===== config.mk =====
export PLATFORM = sky130hd
export DESIGN_NAME = rc4_stream_cipher
export DESIGN_NICKNAME = d
export VERILOG_FILES = /design/src/rtl/rc4_pkg.sv /design/src/rtl/rc4_ram.sv /design/src/rtl/rc4_ctrl.sv /design/src/rtl/rc4_stream_cipher.sv
export SDC_FILE = /design/constraint.sdc
export NUM_CORES = 2
export LEC_CHECK = 0
export BUFFER_PORTS_ARGS = -buffer_cell sky130_fd_sc_hd__buf_4
export CAP_MARGIN = 10
export CORE_AREA = 10 10 589 591
export CTS_CLUSTER_DIAMETER = 60
export DETAILED_ROUTE_END_ITERATION = 7
export DIE_AREA = 0 0 599 601
export PLACE_DENSITY = 0.75
export REMOVE_ABC_BUFFERS = 1
export SYNTH_ARGS = -nofsm -noshare
export SYNTH_HDL_FRONTEND = slang
export SYNTH_SLANG_ARGS = --single-unit

===== constraint.sdc =====
create_clock -name clock -period 8.1 [get_ports clock]
set_input_delay 1.62 -clock clock [delete_from_list [all_inputs] [get_ports clock]]
set_output_delay 1.62 -clock clock [all_outputs]
set_load 0.005 [all_outputs]

===== src/rtl/rc4_pkg.sv =====
// ============================================================================
// rc4_pkg
// Shared constants and types for the RC4 stream cipher block.
// ============================================================================
package rc4_pkg;

   localparam int BYTE_W        = 8;
   localparam int TABLE_SIZE    = 256;
   localparam int TABLE_AW      = $clog2(TABLE_SIZE);
   localparam int KEY_BYTES_MAX = 256;
   localparam int KEY_AW        = (KEY_BYTES_MAX > 1) ? $clog2(KEY_BYTES_MAX) : 1;
   localparam int KEY_CW        = $clog2(KEY_BYTES_MAX + 1);

   localparam logic [TABLE_AW-1:0] LAST_INDEX = TABLE_AW'(TABLE_SIZE - 1);
   localparam logic [KEY_CW-1:0]   KEY_LIMIT  = KEY_CW'(KEY_BYTES_MAX);

   // Values of the mode field.
   localparam logic MODE_KEY  = 1'b0;
   localparam logic MODE_DATA = 1'b1;

   // Access to the permutation table memory.
   typedef struct packed {
      logic                we;
      logic [TABLE_AW-1:0] waddr;
      logic [BYTE_W-1:0]   wdata;
      logic [TABLE_AW-1:0] raddr;
   } perm_req_type;

   // Access to the key memory.
   typedef struct packed {
      logic              we;
      logic [KEY_AW-1:0] waddr;
      logic [BYTE_W-1:0] wdata;
      logic [KEY_AW-1:0] raddr;
   } key_req_type;

   // One finished result word from the sequencer.
   typedef struct packed {
      logic              valid;
      logic [BYTE_W-1:0] out_byte;
      logic              last_out;
   } res_type;

endpackage


===== src/rtl/rc4_ram.sv =====
// ============================================================================
// rc4_ram
// Generic single-write, single-read RAM with registered read data.
// ============================================================================
module rc4_ram #(
   parameter int WIDTH = 8,
   parameter int DEPTH = 256
) (
   input  logic                     clock,
   input  logic                     we,
   input  logic [$clog2(DEPTH)-1:0] waddr,
   input  logic [WIDTH-1:0]         wdata,
   input  logic [$clog2(DEPTH)-1:0] raddr,
   output logic [WIDTH-1:0]         rdata
);

   logic [WIDTH-1:0] mem [DEPTH];

   // A read of the address being written returns the old contents.
   always_ff @(posedge clock) begin
      if (we) begin
         mem[waddr] <= wdata;
      end
      rdata <= mem[raddr];
   end

endmodule


===== src/rtl/rc4_ctrl.sv =====
// ============================================================================
// rc4_ctrl
// Sequencer for the RC4 block: table init sweep, key schedule and the
// keystream generator, all working through the table memory.
// ============================================================================
module rc4_ctrl import rc4_pkg::*; (
   input  logic                clock,
   input  logic                reset,
   input  logic                req_valid,
   output logic                req_ready,
   input  logic                req_mode,
   input  logic [BYTE_W-1:0]   req_in_byte,
   input  logic                req_last,
   input  logic                out_free,
   output perm_req_type        perm_req,
   input  logic [BYTE_W-1:0]   perm_rdata,
   output key_req_type         key_req,
   input  logic [BYTE_W-1:0]   key_rdata,
   output res_type             res
);

   typedef enum logic [3:0] {
      ST_INIT, ST_IDLE, ST_D1, ST_D2, ST_D3, ST_K0, ST_K1, ST_K2, ST_K3
   } state_type;

   state_type           state_ff, state_in;
   logic [TABLE_AW-1:0] cnt_ff, cnt_in;
   logic                run_ks_ff, run_ks_in;
   logic [BYTE_W-1:0]   i_ff, i_in;
   logic [BYTE_W-1:0]   j_ff, j_in;
   logic [BYTE_W-1:0]   si_ff, si_in;
   logic [BYTE_W-1:0]   sj_ff, sj_in;
   logic [BYTE_W-1:0]   k_ff, k_in;
   logic [BYTE_W-1:0]   data_ff, data_in;
   logic                last_ff, last_in;
   logic                fwd_hit_ff, fwd_hit_in;
   logic [KEY_CW-1:0]   key_count_ff, key_count_in;
   logic [KEY_CW-1:0]   key_len_ff, key_len_in;
   logic [KEY_AW-1:0]   kidx_ff, kidx_in;

   logic                accept;
   logic [BYTE_W-1:0]   si;
   logic [BYTE_W-1:0]   j1;
   logic [BYTE_W-1:0]   ks;
   logic [BYTE_W-1:0]   jn;
   logic [BYTE_W-1:0]   i_next;
   logic                key_room;

   assign req_ready = (state_ff == ST_IDLE) || ((state_ff == ST_D3) && out_free);
   assign accept    = req_valid && req_ready;
   assign i_next    = i_ff + BYTE_W'(1);
   assign key_room  = (key_count_ff < KEY_LIMIT);

   always_comb begin
      state_in     = state_ff;
      cnt_in       = cnt_ff;
      run_ks_in    = run_ks_ff;
      i_in         = i_ff;
      j_in         = j_ff;
      si_in        = si_ff;
      sj_in        = sj_ff;
      k_in         = k_ff;
      data_in      = data_ff;
      last_in      = last_ff;
      fwd_hit_in   = fwd_hit_ff;
      key_count_in = key_count_ff;
      key_len_in   = key_len_ff;
      kidx_in      = kidx_ff;

      perm_req       = '0;
      perm_req.raddr = k_ff;
      key_req        = '0;
      key_req.raddr  = kidx_ff;
      res            = '0;

      si = fwd_hit_ff ? si_ff : perm_rdata;
      j1 = j_ff + si;
      jn = j_ff + key_rdata + perm_rdata;

      // The read of S[k] may miss the swap writes of this same item.
      if (k_ff == j_ff) begin
         ks = si_ff;
      end else if (k_ff == i_ff) begin
         ks = sj_ff;
      end else begin
         ks = perm_rdata;
      end

      unique case (state_ff)
         ST_INIT: begin
            perm_req.we    = 1'b1;
            perm_req.waddr = cnt_ff;
            perm_req.wdata = cnt_ff;
            cnt_in         = cnt_ff + TABLE_AW'(1);
            if (cnt_ff == LAST_INDEX) begin
               if (run_ks_ff) begin
                  state_in = ST_K0;
                  j_in     = '0;
                  kidx_in  = '0;
               end else begin
                  state_in = ST_IDLE;
               end
            end
         end
         ST_IDLE: begin
         end
         ST_D1: begin
            perm_req.raddr = j1;
            si_in          = si;
            j_in           = j1;
            state_in       = ST_D2;
         end
         ST_D2: begin
            perm_req.we    = 1'b1;
            perm_req.waddr = i_ff;
            perm_req.wdata = perm_rdata;
            perm_req.raddr = si_ff + perm_rdata;
            sj_in          = perm_rdata;
            k_in           = si_ff + perm_rdata;
            state_in       = ST_D3;
         end
         ST_D3: begin
            perm_req.we    = 1'b1;
            perm_req.waddr = j_ff;
            perm_req.wdata = si_ff;
            if (out_free) begin
               res.valid    = 1'b1;
               res.out_byte = ks ^ data_ff;
               res.last_out = last_ff;
               state_in     = ST_IDLE;
            end
         end
         ST_K0: begin
            perm_req.raddr = cnt_ff;
            state_in       = ST_K1;
         end
         ST_K1: begin
            perm_req.raddr = jn;
            si_in          = perm_rdata;
            j_in           = jn;
            state_in       = ST_K2;
         end
         ST_K2: begin
            perm_req.we    = 1'b1;
            perm_req.waddr = cnt_ff;
            perm_req.wdata = perm_rdata;
            state_in       = ST_K3;
         end
         ST_K3: begin
            perm_req.we    = 1'b1;
            perm_req.waddr = j_ff;
            perm_req.wdata = si_ff;
            cnt_in         = cnt_ff + TABLE_AW'(1);
            if (KEY_CW'(kidx_ff) + KEY_CW'(1) == key_len_ff) begin
               kidx_in = '0;
            end else begin
               kidx_in = kidx_ff + KEY_AW'(1);
            end
            if (cnt_ff == LAST_INDEX) begin
               i_in      = '0;
               j_in      = '0;
               run_ks_in = 1'b0;
               state_in  = ST_IDLE;
            end else begin
               state_in = ST_K0;
            end
         end
         default: begin
            state_in = ST_IDLE;
         end
      endcase

      // A new word is taken in idle or as the previous data word leaves.
      if (accept) begin
         data_in = req_in_byte;
         last_in = req_last;
         if (req_mode == MODE_DATA) begin
            i_in           = i_next;
            perm_req.raddr = i_next;
            // The previous item still writes S[j] this cycle.
            fwd_hit_in     = (state_ff == ST_D3) && (i_next == j_ff);
            state_in       = ST_D1;
         end else begin
            if (key_room) begin
               key_req.we    = 1'b1;
               key_req.waddr = key_count_ff[KEY_AW-1:0];
               key_req.wdata = req_in_byte;
               key_count_in  = key_count_ff + KEY_CW'(1);
            end
            if (req_last) begin
               key_len_in   = key_room ? key_count_ff + KEY_CW'(1) : key_count_ff;
               key_count_in = '0;
               run_ks_in    = 1'b1;
               cnt_in       = '0;
               state_in     = ST_INIT;
            end
         end
      end
   end

   always_ff @(posedge clock) begin
      if (reset) begin
         state_ff     <= ST_INIT;
         cnt_ff       <= '0;
         run_ks_ff    <= 1'b0;
         i_ff         <= '0;
         j_ff         <= '0;
         key_count_ff <= '0;
      end else begin
         state_ff     <= state_in;
         cnt_ff       <= cnt_in;
         run_ks_ff    <= run_ks_in;
         i_ff         <= i_in;
         j_ff         <= j_in;
         key_count_ff <= key_count_in;
      end
      si_ff      <= si_in;
      sj_ff      <= sj_in;
      k_ff       <= k_in;
      data_ff    <= data_in;
      last_ff    <= last_in;
      fwd_hit_ff <= fwd_hit_in;
      key_len_ff <= key_len_in;
      kidx_ff    <= kidx_in;
   end

endmodule


===== src/rtl/rc4_stream_cipher.sv =====
// ============================================================================
// rc4_stream_cipher
// RC4 stream cipher: loads a key, runs the key schedule and ciphers data.
// ============================================================================
//
//   Channel   Direction  Ports                              Word
//   req_      in         req_valid/req_ready                mode, in_byte, last
//   rsp_      out        rsp_valid/rsp_ready                out_byte, last_out
//
// A data word passes states D1, D2 and D3: the dependent reads of S[i], S[j] and
// S[S[i]+S[j]] share the single read port of the table memory. A key word leaves
// the block idle; the word that ends the key starts an identity sweep and
// 256 swap steps (states K0 to K3 each); no word is taken. Reset runs the sweep.
// A waiting result stalls nothing until the next data word reaches its last
// cycle; from then on no word of either mode is taken until the result leaves.
//
module rc4_stream_cipher import rc4_pkg::*; (
   input  logic              clock,
   input  logic              reset,
   input  logic              req_valid,
   output logic              req_ready,
   input  logic              req_mode,
   input  logic [BYTE_W-1:0] req_in_byte,
   input  logic              req_last,
   output logic              rsp_valid,
   input  logic              rsp_ready,
   output logic [BYTE_W-1:0] rsp_out_byte,
   output logic              rsp_last_out
);

   perm_req_type      perm_req;
   key_req_type       key_req;
   res_type           res;
   logic [BYTE_W-1:0] perm_rdata;
   logic [BYTE_W-1:0] key_rdata;
   logic              out_free;

   logic              rsp_valid_ff, rsp_valid_in;
   logic [BYTE_W-1:0] rsp_byte_ff, rsp_byte_in;
   logic              rsp_last_ff, rsp_last_in;

   // The permutation table.
   rc4_ram #(
      .WIDTH (BYTE_W),
      .DEPTH (TABLE_SIZE)
   ) u_perm_ram (
      .clock (clock),
      .we    (perm_req.we),
      .waddr (perm_req.waddr),
      .wdata (perm_req.wdata),
      .raddr (perm_req.raddr),
      .rdata (perm_rdata)
   );

   // The stored key bytes.
   rc4_ram #(
      .WIDTH (BYTE_W),
      .DEPTH (KEY_BYTES_MAX)
   ) u_key_ram (
      .clock (clock),
      .we    (key_req.we),
      .waddr (key_req.waddr),
      .wdata (key_req.wdata),
      .raddr (key_req.raddr),
      .rdata (key_rdata)
   );

   rc4_ctrl u_ctrl (
      .clock       (clock),
      .reset       (reset),
      .req_valid   (req_valid),
      .req_ready   (req_ready),
      .req_mode    (req_mode),
      .req_in_byte (req_in_byte),
      .req_last    (req_last),
      .out_free    (out_free),
      .perm_req    (perm_req),
      .perm_rdata  (perm_rdata),
      .key_req     (key_req),
      .key_rdata   (key_rdata),
      .res         (res)
   );

   // The output register is free when empty or being emptied this cycle.
   assign out_free = !rsp_valid_ff || rsp_ready;

   always_comb begin
      rsp_valid_in = rsp_valid_ff;
      rsp_byte_in  = rsp_byte_ff;
      rsp_last_in  = rsp_last_ff;
      if (res.valid) begin
         rsp_valid_in = 1'b1;
         rsp_byte_in  = res.out_byte;
         rsp_last_in  = res.last_out;
      end else if (rsp_ready) begin
         rsp_valid_in = 1'b0;
      end
   end

   always_ff @(posedge clock) begin
      if (reset) begin
         rsp_valid_ff <= 1'b0;
      end else begin
         rsp_valid_ff <= rsp_valid_in;
      end
      rsp_byte_ff <= rsp_byte_in;
      rsp_last_ff <= rsp_last_in;
   end

   assign rsp_valid    = rsp_valid_ff;
   assign rsp_out_byte = rsp_byte_ff;
   assign rsp_last_out = rsp_last_ff;

`ifndef SYNTHESIS
   // A new result never overwrites a word that is still waiting.
   a_no_overwrite: assert property (@(posedge clock) disable iff (reset)
      res.valid |-> (!rsp_valid_ff || rsp_ready))
      else $error("result produced while output register is occupied");

   // A data word occupies the table port, so the next cycle takes nothing.
   a_data_busy: assert property (@(posedge clock) disable iff (reset)
      (req_valid && req_ready && req_mode == MODE_DATA) |=> !req_ready)
      else $error("word accepted during data processing");

   // The last key word starts the schedule, which blocks input.
   a_key_sched: assert property (@(posedge clock) disable iff (reset)
      (req_valid && req_ready && req_mode == MODE_KEY && req_last) |=> !req_ready)
      else $error("word accepted right after key end");

   // No result appears while a data word just taken is still in D1 or D2.
   a_res_latency: assert property (@(posedge clock) disable iff (reset)
      (req_valid && req_ready && req_mode == MODE_DATA) |=> !res.valid ##1 !res.valid)
      else $error("result produced too early");
`endif

endmodule


==> results.json <==
{
  "holdCritPathClass": "flip-flop to flip-flop",
  "syn_to_final_growth_pct": 10.6,
  "synth_ff_type": "edfxtp_1",
  "powerDensity_nw_per_um2": 228,
  "setup.worst_path.end_class": "flip-flop",
  "grt_pass1_wl_mm": 640,
  "synth-async-reset-ratio_pct": 0,
  "n_fill_cell": 24300,
  "clk_pin_slew_ps": 60,
  "hold_end": "rsp_last_out",
  "switching_share_pct": 19.4,
  "cap_violations": 0,
  "insertion_delay_ps": 950,
  "dp_cells": 13000,
  "timing.rr.end": "u_perm_ram.rdata[6]",
  "ant_nets": 0,
  "rrSetupSlack_ps": 1160,
  "placementRows": 213,
  "layout_common_cells": "edfxtp_1, mux4_2, nand2_1",
  "fin_area_um2": 184000,
  "place_congestion": 0.913,
  "multi_input_area_um2": 38200,
  "dpl-instance-area_um2": 172000,
  "first_pass_iters": 8,
  "grt_overflow": 0,
  "cts_tree": "built",
  "setup_viol": 0,
  "reg2reg_depth": 17,
  "pin_count": 25,
  "grtUsageTotal_pct": 23.9,
  "worst_slew_pin_slew_ps": 1250,
  "fmax_mhz": 144,
  "first_global_vias": 89600,
  "p_int_mw": 33.9,
  "wl_per_cell_um": 32.3,
  "max_slew_margin_pct": 16.2,
  "synth_cells": 8895,
  "ir_drop_mv": 0.205,
  "rsz0062_at_grt": "no",
  "instances_no_fill": 13700,
  "cts_buffer_depth": 4,
  "synth_area_per_cell_um2": 18.7,
  "antenna_found_initial": 19,
  "arrival_ps": 7780,
  "die_h_um": 601,
  "critPathLaunchType": "flip-flop",
  "coreArea_um2": 335000,
  "dieArea_um2": 360000,
  "drcViolationCount": 0,
  "critPathKind": "flip-flop to flip-flop",
  "p_total_mw": 42.1,
  "cts_made_buffers": 394,
  "drv_slew": 0,
  "synth_edf_count": 4156,
  "status": "finished, final reports clean",
  "root_buffer": "clkbuf_16",
  "cp_max_fo": 38,
  "min_period_ps": 6940,
  "cts.sinks": 4211,
  "dp_hpwl_mm": 258,
  "min_period_over_period_pct": 85.7,
  "port_buffers": 24,
  "p_leak_nw": 62.9,
  "post_cts_buffers": 0,
  "cp.required_ps": 8940,
  "die_x_um": 599,
  "synth_seq_cells": 4211,
  "cts_hold_buf": 0,
  "seq_area_um2": 126000,
  "h-tree-depth": 5,
  "holdPathStages": 1,
  "seqPwrFrac_pct": 56.3,
  "combPwrFrac_pct": 0.5,
  "vias": 90500,
  "start_util_pct": 49.7,
  "drive_above_1_share_pct": 18.6,
  "r2r-start": "u_perm_ram.rdata[1]",
  "finalNetCount": 9003,
  "mostFrequentLayoutCell": "edfxtp_1",
  "tns_ps": 0,
  "yosys_warnings": 0,
  "synth.distinct_cells": 101,
  "switching_power_mw": 8.19,
  "syn_area_um2": 167000,
  "grt_start_max_net_pins": 174,
  "hold_viol": 0,
  "worstHoldStart": "u_ctrl.last_ff",
  "vias_per_cell": 6.61,
  "clock_skew_ps": 82.1,
  "drt-initial-drc-count": 14400,
  "cts_resized": 0,
  "clkPwrFrac_pct": 43.2,
  "totalWireLength_mm": 443,
  "ys_seq_area_share_pct": 75.6
}
metal layers:
metal  up-vias  share of wire [%]  track usage, %  wire (um)
li1      36000                  -               -          -
met1     46300                 35            31.6     154000
met2      6916                 48            37.8     210000
met3      1317                 12            5.65      52500
met5         -              0.034               0        152
met4        21                5.7            11.2      25100
sequential cells by signal, summed over array words and instances, names as in the netlist, 4 cells and up:
signal,count
rsp_out_byte,8
u_ctrl.cnt_ff,8
u_ctrl.data_ff,8
u_ctrl.i_ff,8
u_ctrl.j_ff,8
u_ctrl.k_ff,8
u_ctrl.key_count_ff,9
u_ctrl.key_len_ff,9
u_ctrl.kidx_ff,8
u_ctrl.si_ff,8
u_ctrl.sj_ff,8
u_ctrl.state_ff,4
u_key_ram.mem,2048
u_key_ram.rdata,8
u_perm_ram.mem,2048
u_perm_ram.rdata,8
cells in the mapped netlist (54+ instances only):
master	instances	area share [%]
edfxtp_1	4156	75
mux4_2	873	12
nand2_1	861	1.9
nor2_1	662	1.5
mux2i_1	291	1.7
a21oi_1	271	0.81
clkbuf_1	269	0.61
nand3_1	198	0.59
buf_2	100	0.30
buf_1	91	0.21
o22ai_1	81	0.30
o21ai_0	77	0.23
a32oi_1	57	0.30
dfxtp_1	55	0.66
nand4_1	54	0.20
how the worst max path moves through the flow:
| stage | from | end | slack [ps] | cells past startpoint |
|---|---|---|---|---|
| 3_3_place_gp | u_perm_ram.rdata[1] | u_perm_ram.rdata[3] | 1310 | 18 |
| 6_report | u_perm_ram.rdata[1] | u_perm_ram.rdata[6] | 1160 | 17 |
| 4_1_cts | u_perm_ram.rdata[1] | u_perm_ram.rdata[6] | 1520 | 17 |
| 5_1_grt | u_perm_ram.rdata[1] | u_perm_ram.rdata[6] | 1150 | 17 |
| 3_5_place_dp | rsp_ready | u_perm_ram.rdata[2] | 1310 | 16 |
| 2_1_floorplan | rsp_ready | u_perm_ram.rdata[4] | -40740 | 10 |
worst max-delay path: stages, from the launching register on:
cell and delay [ps]:
dfxtp_1 710, inv_1 220, fa_1 570, inv_1 60
ha_1 200, fa_1 460, xor2_1 220, o221ai_1 200
nand2_1 80, o31ai_1 460, and2_4 740, buf_4 460
nand2_1 180, o41ai_1 860, nor4_1 280, a2111oi_2 520
o21ai_1 260, mux2_2 320
per-stage QoR:
stage                     hold slack (ps)  utilization [%]  setup WS (ps)
after floorplan                       469                -         -40740
after global placement                502             51.2           1310
after detailed placement              508             51.3           1310
after CTS                             522             55.0           1520
after global routing                  533             55.0           1150
final                                 521             55.0           1160
kinds of logic after synthesis:
logic type	Yosys count	synth area share, %
buf+inv	576	1.69
simple gates	1983	5.04
flops	4211	75.6
fa+ha+maj	36	0.315
xor+xnor	80	0.421
mux	1178	13.6
compound gates	831	3.33
area by class of cell:
cell class	count	area share, %
clock buffers	485	5.64
clock inverters	233	1.13
flip-flops and latches	4211	68.3
inverters	31	0.0957
repair buffers	207	1.11
well taps	4407	2.99
multi-input cells	4108	20.7
diodes	16	0.0217
power by group through the flow:
| stage | Sequential, mW | Clock [mW] | Combinational [mW] |
|---|---|---|---|
| 2_1_floorplan | 24.2 | 0 | 0.0839 |
| 3_3_place_gp | 24.2 | 0 | 0.201 |
| 3_5_place_dp | 24.2 | 0 | 0.212 |
| 4_1_cts | 23.7 | 18.2 | 0.212 |
| 5_1_grt | 23.7 | 19.0 | 0.226 |
| 6_report | 23.7 | 18.2 | 0.225 |
Power figures use the tool's default switching activity.
